**src/hw/rtl/rcc_pkg.sv**
```systemverilog
// rcc_pkg: shared types and constants for the rectangle clip classifier
// no dependencies; used by rcc_window_regs, rcc_axis and the top level
`timescale 1ns / 1ps

package rcc_pkg;

    localparam int CODE_W = 3;
    localparam int CUT_W = 16;
    localparam int SPAN_W = 15;
    localparam int CFG_INDEX_W = 2;

    localparam logic [CODE_W-1:0] CODE_NONE = 3'd0;
    localparam logic [CODE_W-1:0] CODE_LOW = 3'd1;
    localparam logic [CODE_W-1:0] CODE_HIGH = 3'd2;
    localparam logic [CODE_W-1:0] CODE_BOTH = 3'd3;
    localparam logic [CODE_W-1:0] CODE_INVISIBLE = 3'd4;

    localparam logic [CFG_INDEX_W-1:0] REG_WINDOW_LEFT = 2'd0;
    localparam logic [CFG_INDEX_W-1:0] REG_WINDOW_RIGHT = 2'd1;
    localparam logic [CFG_INDEX_W-1:0] REG_WINDOW_TOP = 2'd2;
    localparam logic [CFG_INDEX_W-1:0] REG_WINDOW_BOTTOM = 2'd3;

    localparam int RESET_LEFT = 0;
    localparam int RESET_RIGHT = 800;
    localparam int RESET_TOP = 0;
    localparam int RESET_BOTTOM = 600;

    typedef struct packed {
        logic [CODE_W-1:0] code;
        logic [CUT_W-1:0]  cut_lo;
        logic [CUT_W-1:0]  cut_hi;
        logic [SPAN_W-1:0] span;
    } axis_result_t;

endpackage

```
**src/hw/rtl/rectangle_clip_classifier.sv**
```systemverilog
// rectangle_clip_classifier: clips a rectangle against the clip window per axis
// depends on rcc_pkg, rcc_window_regs and rcc_axis
// start and the rect inputs pass one input register stage, the axis compares and one result register to done
// throughput: one transaction per cycle; busy stays low, start is taken every cycle
// done is high for exactly one cycle per transaction; the receiver cannot stall
// reset: window registers to left 0, right 800, top 0, bottom 600; pipeline empties
`timescale 1ns / 1ps

module rectangle_clip_classifier #(
    parameter int COORD_BITS = 16
) (
    input  logic                               clk,
    input  logic                               rst_n,
    input  logic                               cfg_write,
    input  logic [rcc_pkg::CFG_INDEX_W-1:0]    cfg_index,
    input  logic signed [COORD_BITS-1:0]       cfg_data,
    input  logic                               start,
    output logic                               busy,
    input  logic signed [COORD_BITS-1:0]       rect_x,
    input  logic signed [COORD_BITS-1:0]       rect_y,
    input  logic signed [COORD_BITS-1:0]       rect_width,
    input  logic signed [COORD_BITS-1:0]       rect_height,
    output logic                               done,
    output logic [rcc_pkg::CODE_W-1:0]         horiz_code,
    output logic [rcc_pkg::CODE_W-1:0]         vert_code,
    output logic [rcc_pkg::CUT_W-1:0]          left_cut,
    output logic [rcc_pkg::CUT_W-1:0]          right_cut,
    output logic [rcc_pkg::CUT_W-1:0]          top_cut,
    output logic [rcc_pkg::CUT_W-1:0]          bottom_cut,
    output logic [rcc_pkg::SPAN_W-1:0]         visible_width,
    output logic [rcc_pkg::SPAN_W-1:0]         visible_height,
    output logic                               is_visible
);

    logic signed [COORD_BITS-1:0] window_left;
    logic signed [COORD_BITS-1:0] window_right;
    logic signed [COORD_BITS-1:0] window_top;
    logic signed [COORD_BITS-1:0] window_bottom;

    logic                         in_valid_reg;
    logic signed [COORD_BITS-1:0] x_reg;
    logic signed [COORD_BITS-1:0] y_reg;
    logic signed [COORD_BITS-1:0] width_reg;
    logic signed [COORD_BITS-1:0] height_reg;

    rcc_pkg::axis_result_t        horiz_next;
    rcc_pkg::axis_result_t        vert_next;
    rcc_pkg::axis_result_t        horiz_reg;
    rcc_pkg::axis_result_t        vert_reg;
    logic                         done_reg;
    logic                         visible_next;
    logic                         visible_reg;

    assign busy = 1'b0;

    rcc_window_regs #(
        .COORD_BITS (COORD_BITS)
    ) u_window_regs (
        .clk           (clk),
        .rst_n         (rst_n),
        .cfg_write     (cfg_write),
        .cfg_index     (cfg_index),
        .cfg_data      (cfg_data),
        .window_left   (window_left),
        .window_right  (window_right),
        .window_top    (window_top),
        .window_bottom (window_bottom)
    );

    // input stage
    always_ff @(posedge clk or negedge rst_n)
    begin
        if (!rst_n)
        begin
            in_valid_reg <= 1'b0;
        end
        else
        begin
            in_valid_reg <= start && !busy;
        end
    end

    always_ff @(posedge clk)
    begin
        if (start && !busy)
        begin
            x_reg <= rect_x;
            y_reg <= rect_y;
            width_reg <= rect_width;
            height_reg <= rect_height;
        end
    end

    rcc_axis #(
        .COORD_BITS (COORD_BITS)
    ) u_axis_horiz (
        .pos    (x_reg),
        .size   (width_reg),
        .lo     (window_left),
        .hi     (window_right),
        .result (horiz_next)
    );

    rcc_axis #(
        .COORD_BITS (COORD_BITS)
    ) u_axis_vert (
        .pos    (y_reg),
        .size   (height_reg),
        .lo     (window_top),
        .hi     (window_bottom),
        .result (vert_next)
    );

    assign visible_next = (horiz_next.code != rcc_pkg::CODE_INVISIBLE)
                       && (vert_next.code != rcc_pkg::CODE_INVISIBLE);

    // result stage
    always_ff @(posedge clk or negedge rst_n)
    begin
        if (!rst_n)
        begin
            done_reg <= 1'b0;
        end
        else
        begin
            done_reg <= in_valid_reg;
        end
    end

    always_ff @(posedge clk)
    begin
        if (in_valid_reg)
        begin
            horiz_reg <= horiz_next;
            vert_reg <= vert_next;
            visible_reg <= visible_next;
        end
    end

    assign done = done_reg;
    assign horiz_code = horiz_reg.code;
    assign vert_code = vert_reg.code;
    assign left_cut = horiz_reg.cut_lo;
    assign right_cut = horiz_reg.cut_hi;
    assign top_cut = vert_reg.cut_lo;
    assign bottom_cut = vert_reg.cut_hi;
    assign visible_width = horiz_reg.span;
    assign visible_height = vert_reg.span;
    assign is_visible = visible_reg;

endmodule

```
**src/hw/rtl/rcc_window_regs.sv**
```systemverilog
// rcc_window_regs: the four clip window registers and their write port
// depends on rcc_pkg for register indexes and reset values
`timescale 1ns / 1ps

module rcc_window_regs #(
    parameter int COORD_BITS = 16
) (
    input  logic                               clk,
    input  logic                               rst_n,
    input  logic                               cfg_write,
    input  logic [rcc_pkg::CFG_INDEX_W-1:0]    cfg_index,
    input  logic signed [COORD_BITS-1:0]       cfg_data,
    output logic signed [COORD_BITS-1:0]       window_left,
    output logic signed [COORD_BITS-1:0]       window_right,
    output logic signed [COORD_BITS-1:0]       window_top,
    output logic signed [COORD_BITS-1:0]       window_bottom
);

    logic signed [COORD_BITS-1:0] left_reg;
    logic signed [COORD_BITS-1:0] right_reg;
    logic signed [COORD_BITS-1:0] top_reg;
    logic signed [COORD_BITS-1:0] bottom_reg;

    always_ff @(posedge clk or negedge rst_n)
    begin
        if (!rst_n)
        begin
            left_reg <= COORD_BITS'(rcc_pkg::RESET_LEFT);
            right_reg <= COORD_BITS'(rcc_pkg::RESET_RIGHT);
            top_reg <= COORD_BITS'(rcc_pkg::RESET_TOP);
            bottom_reg <= COORD_BITS'(rcc_pkg::RESET_BOTTOM);
        end
        else if (cfg_write)
        begin
            case (cfg_index)
                rcc_pkg::REG_WINDOW_LEFT:   left_reg <= cfg_data;
                rcc_pkg::REG_WINDOW_RIGHT:  right_reg <= cfg_data;
                rcc_pkg::REG_WINDOW_TOP:    top_reg <= cfg_data;
                rcc_pkg::REG_WINDOW_BOTTOM: bottom_reg <= cfg_data;
                default:
                begin
                end
            endcase
        end
    end

    assign window_left = left_reg;
    assign window_right = right_reg;
    assign window_top = top_reg;
    assign window_bottom = bottom_reg;

endmodule

```
**src/hw/rtl/rcc_axis.sv**
```systemverilog
// rcc_axis: combinational clip of one axis against a window span
// depends on rcc_pkg for clip codes and the result struct
`timescale 1ns / 1ps

module rcc_axis #(
    parameter int COORD_BITS = 16
) (
    input  logic signed [COORD_BITS-1:0] pos,
    input  logic signed [COORD_BITS-1:0] size,
    input  logic signed [COORD_BITS-1:0] lo,
    input  logic signed [COORD_BITS-1:0] hi,
    output rcc_pkg::axis_result_t        result
);

    // room for pos + size - hi without wrap, and at least a full cut field
    localparam int EW = (COORD_BITS + 2 > rcc_pkg::CUT_W) ? COORD_BITS + 2 : rcc_pkg::CUT_W;

    logic signed [EW-1:0] pos_x;
    logic signed [EW-1:0] size_x;
    logic signed [EW-1:0] lo_x;
    logic signed [EW-1:0] hi_x;
    logic signed [EW-1:0] end_x;
    logic signed [EW-1:0] clo;
    logic signed [EW-1:0] chi;
    logic signed [EW-1:0] span_x;
    logic                 invisible;
    logic                 cut_low;
    logic                 cut_high;

    assign pos_x = EW'(pos);
    assign size_x = EW'(size);
    assign lo_x = EW'(lo);
    assign hi_x = EW'(hi);
    assign end_x = pos_x + size_x;

    assign invisible = (size_x <= 0) || (end_x <= lo_x) || (pos_x >= hi_x);
    assign cut_low = pos_x < lo_x;
    assign cut_high = end_x > hi_x;

    assign clo = cut_low ? (lo_x - pos_x) : '0;
    assign chi = cut_high ? (end_x - hi_x) : '0;
    assign span_x = size_x - clo - chi;

    always_comb
    begin
        result.code = rcc_pkg::CODE_NONE;
        result.cut_lo = clo[rcc_pkg::CUT_W-1:0];
        result.cut_hi = chi[rcc_pkg::CUT_W-1:0];
        result.span = span_x[rcc_pkg::SPAN_W-1:0];
        if (invisible)
        begin
            result.code = rcc_pkg::CODE_INVISIBLE;
            result.cut_lo = '0;
            result.cut_hi = '0;
            result.span = '0;
        end
        else if (cut_low && cut_high)
        begin
            result.code = rcc_pkg::CODE_BOTH;
        end
        else if (cut_low)
        begin
            result.code = rcc_pkg::CODE_LOW;
        end
        else if (cut_high)
        begin
            result.code = rcc_pkg::CODE_HIGH;
        end
    end

endmodule
```
**config.mk**
```make
export PLATFORM = sky130hd
export DESIGN_NAME = rectangle_clip_classifier
export DESIGN_NICKNAME = d
export VERILOG_FILES = /design/src/hw/rtl/rcc_pkg.sv /design/src/hw/rtl/rectangle_clip_classifier.sv /design/src/hw/rtl/rcc_window_regs.sv /design/src/hw/rtl/rcc_axis.sv
export SDC_FILE = /design/constraint.sdc
export NUM_CORES = 1
export LEC_CHECK = 0
export CORE_ASPECT_RATIO = 1.75
export CORE_MARGIN = 2
export CORE_UTILIZATION = 40
export CTS_CLUSTER_DIAMETER = 60
export CTS_CLUSTER_SIZE = 30
export DETAILED_ROUTE_END_ITERATION = 10
export DONT_BUFFER_PORTS = 1
export GPL_TIMING_DRIVEN = 0
export HOLD_SLACK_MARGIN = 0.02
export PLACE_DENSITY = 0.64
export SLEW_MARGIN = 20
export SYNTH_ARGS = -nofsm -noshare
export SYNTH_HDL_FRONTEND = slang
export SYNTH_SLANG_ARGS = --single-unit
```
**constraint.sdc**
```tcl
create_clock -name clk -period 7.2 [get_ports clk]
set_input_delay 1.8 -clock clk [delete_from_list [all_inputs] [get_ports clk]]
set_output_delay 1.8 -clock clk [all_outputs]
set_load 0.01 [all_outputs]
```
==> results.toml <==
[clocking]
clk_latency_ns = 0.53
cts.path.max_buffers = 3
cts_sinks = 231
hold_buffers = 0
path_clk_slew_ns = 0.08
cts-root-buf = "clkbuf_16"
cts_tree = "yes"
cts_buffers = 18
h-tree-depth = 1

[worst_setup_path]
slowest_stage = "fa_2"
cpPeakStageDelay_ns = 0.61
arrival_ns = 7.24
crit_path_max_fanout = 4
crit_path_end_kind = "register"
reg2reg_slack_ns = 0.21
required_ns = 7.45
start_kind = "register"
criticalPathCategory = "reg2reg"

[floorplanning]
die-area_mm2 = 0.04215
core_mm2 = 0.03993
ios = 189
row_count = 97
start_util_pct = 40.53
dieHeight_um = 270.1
fp.dieW_um = 156.1

[pwr]
ir_drop_mv = 0.4046
powerDensity_mw_per_mm2 = 478.3
p_leak_nw = 8.012

[routing]
drt-vias-per-instance = 5.622
via_count = 11950
drt_iter0_drc = 468
postRouteAntennaNets = 0
firstDrtPassIters = 5
drc = 0
wl_per_cell_um = 23.47
wl_mm = 49.88

[cells_and_area]
multi_input_area_mm2 = 0.009455
layout-drive-gt1-share_pct = 14.48
register_area_mm2 = 0.006619
fillers = 3665
final_nets = 1934
syn_to_final_growth_pct = 14.21
num_antenna_cells = 0
finalInstanceArea_mm2 = 0.01848

[synthesis]
synth.net_count = 1860
ys_types = 72
ys_ff_latch = 231
synth_edf_count = 165
postSynthAreaPerCell_um2 = 10.48
synthArstFlopShare_pct = 28.57
syn_area_mm2 = 0.01618
synthFlopType = "edfxtp_1"
synthCells = 1544
seq_area_frac_synth_pct = 40.88
yosys_warnings = 0

[timing]
worst_slew_pin_slew_ns = 0.9439
period_needed_ns = 6.994
finalCritPeriodShare_pct = 97.13
layout_setup_ws_ns = 0.2063
drv_slew = 0
setup_violations = 0
relSlewSlack_pct = 37.08
fin_worst_skew_ns = 0.02036
hold_viol = 0
max_freq_mhz = 143.0

[placement]
dp_hpwl_mm = 40.69
placedInstanceArea_mm2 = 0.01686
io_buffers = 0
finalWeightedCongestion = 0.9512
dpl_worst_slack_ns = -2.003

[grt]
grt_pass1_wl_mm = 73.50
grt_max_degree = 67
overflow = 0
grt_pass1_vias = 12770
grtUsageTotal_pct = 23.55
grt_antenna_before_repair = 0

[run]
drv_cap = 0

[run_status]
status = "finished, final reports clean"

[worst_hold_path]
hold_class = "reg2reg"
-- cell families (layout without fill, tap and decap cells) --
kind of cell	Yosys count	after routing	synth area share [%]
adder cells (fa/ha/maj)	230	230	19.36
other	1	1	0.02317
flip-flops	231	231	40.88
AND/OR/NAND/NOR	457	457	13.96
multiplexers	49	49	3.402
AO/OA/AOI/OAI	307	307	12.98
buffers and inverters	173	259	4.067
XOR/XNOR	96	96	5.327
-- metrics by stage --
| step | cells | power (mW) | utilization [%] | hold WS (ns) | setup TNS [ns] |
|---|---|---|---|---|---|
| final | 2125 | 8.840 | 46.29 | 0.5159 | 0 |
| after CTS | 2105 | 8.587 | 45.25 | 0.5137 | -0.004168 |
| after global routing | 2125 | 9.512 | 46.29 | 0.5332 | -0.1380 |
| after global placement | 2039 | 7.018 | 42.08 | 0.4884 | -18.68 |
| after floorplan | 1544 | 5.843 | - | 0.4794 | 0 |
| after detailed placement | 2041 | 7.119 | 42.23 | 0.4931 | -20.40 |
-- path summary, 6_finish.rpt --
path | startpoint | end | cells after the start
max in group asynchronous | rst_n | u_window_regs.window_right[9] | 0
worst min-delay path | u_window_regs.window_bottom[14] | u_window_regs.window_bottom[14] | 1
worst max register to register | width_reg[1] | visible_width[14] | 32
worst max-delay path | width_reg[1] | visible_width[14] | 32
worst min register to register | u_window_regs.window_bottom[14] | u_window_regs.window_bottom[14] | 1
min in group asynchronous | rst_n | in_valid_reg | 0
-- repair_timing --
item / CTS / global route
setup buffers: 31 / 20
gates resized for setup: 66 / 45
setup endpoints to repair: 23 / 11
cloned: 1 / 0
pin swaps: 32 / 33
-- Yosys cell counts, drive strengths merged (5+ instances only) --
library cell,n,area share (%)
or3,8,0.31
a31oi,5,0.19
nand3b,5,0.23
and2,32,1.2
clkbuf,21,0.49
o41ai,7,0.47
edfxtp,165,31
a221oi,5,0.27
nand4,22,0.89
o21ai,65,2.0
nor2,113,2.6
nor4,16,0.62
a21o,48,2.2
a21oi,64,2.0
xor2,31,1.7
fa,34,4.2
nand3,35,1.1
inv,149,3.5
o31a,6,0.32
xnor2,64,3.5
a41o,6,0.37
and3,24,0.93
nor3,40,1.2
o211ai,5,0.23
nand2,101,2.3
mux2,48,3.3
a211oi,17,0.82
dfrtp,59,9.1
dfstp,7,1.1
ha,196,15
a2111oi,5,0.32
nor2b,23,0.89
o21bai,9,0.42
o21a,22,1.0
nand2b,25,0.97
o31ai,11,0.54
-- power by group --
| part | internal [mW] | switching [mW] | total (mW) |
|---|---|---|---|
| sequential | 1.69 | 0.190 | 1.88 |
| clock | 0.557 | 0.545 | 1.10 |
| combinational | 2.58 | 3.29 | 5.86 |
-- placed cells by master (no fill, tap or decap), types with 30 or more instances in the layout --
master,Yosys,layout
a21o_1,48,48
a21oi_1,64,57
and2_1,31,30
buf_4,2,53
dfrtp_1,59,58
edfxtp_1,165,165
ha_1,196,182
inv_1,149,147
mux2_2,48,48
nand2_1,101,101
nand3_1,35,33
nor2_1,113,108
nor3_1,40,39
o21ai_0,62,54
xnor2_1,63,58
-- final cells by class --
cell class                 instances  share of cell area (%)
buffer                            24                  0.6837
multi-input combinational       1140                   51.16
tap                              495                   3.351
timing repair buffer              54                   2.396
clock buffer                      19                   2.572
inverter                         149                   3.026
sequential                       231                   35.81
clock inverter                    13                   1.002
-- layer usage --
metal	vias up	share of wire (%)	wire (µm)	GRT usage [%]
li1	5730	-	-	-
met1	5728	32	16160	21.09
met2	341	57	28250	47.58
met3	147	3.2	1615	2.696
met4	0	7.7	3848	15.64
met5	-	0	0	0
-- worst max-delay path, delay by kind of cell, from the launching register on --
family | cells | cell delay [ns]
AOI/OAI and AO/OA | 13 | 2.91
xor gates and xnor gates | 3 | 0.46
adders and majority gates | 5 | 1.64
buffers and inverters | 2 | 0.21
DFF | 1 | 0.40
and+or+nand+nor | 9 | 1.07
Power figures use the tool's default switching activity.
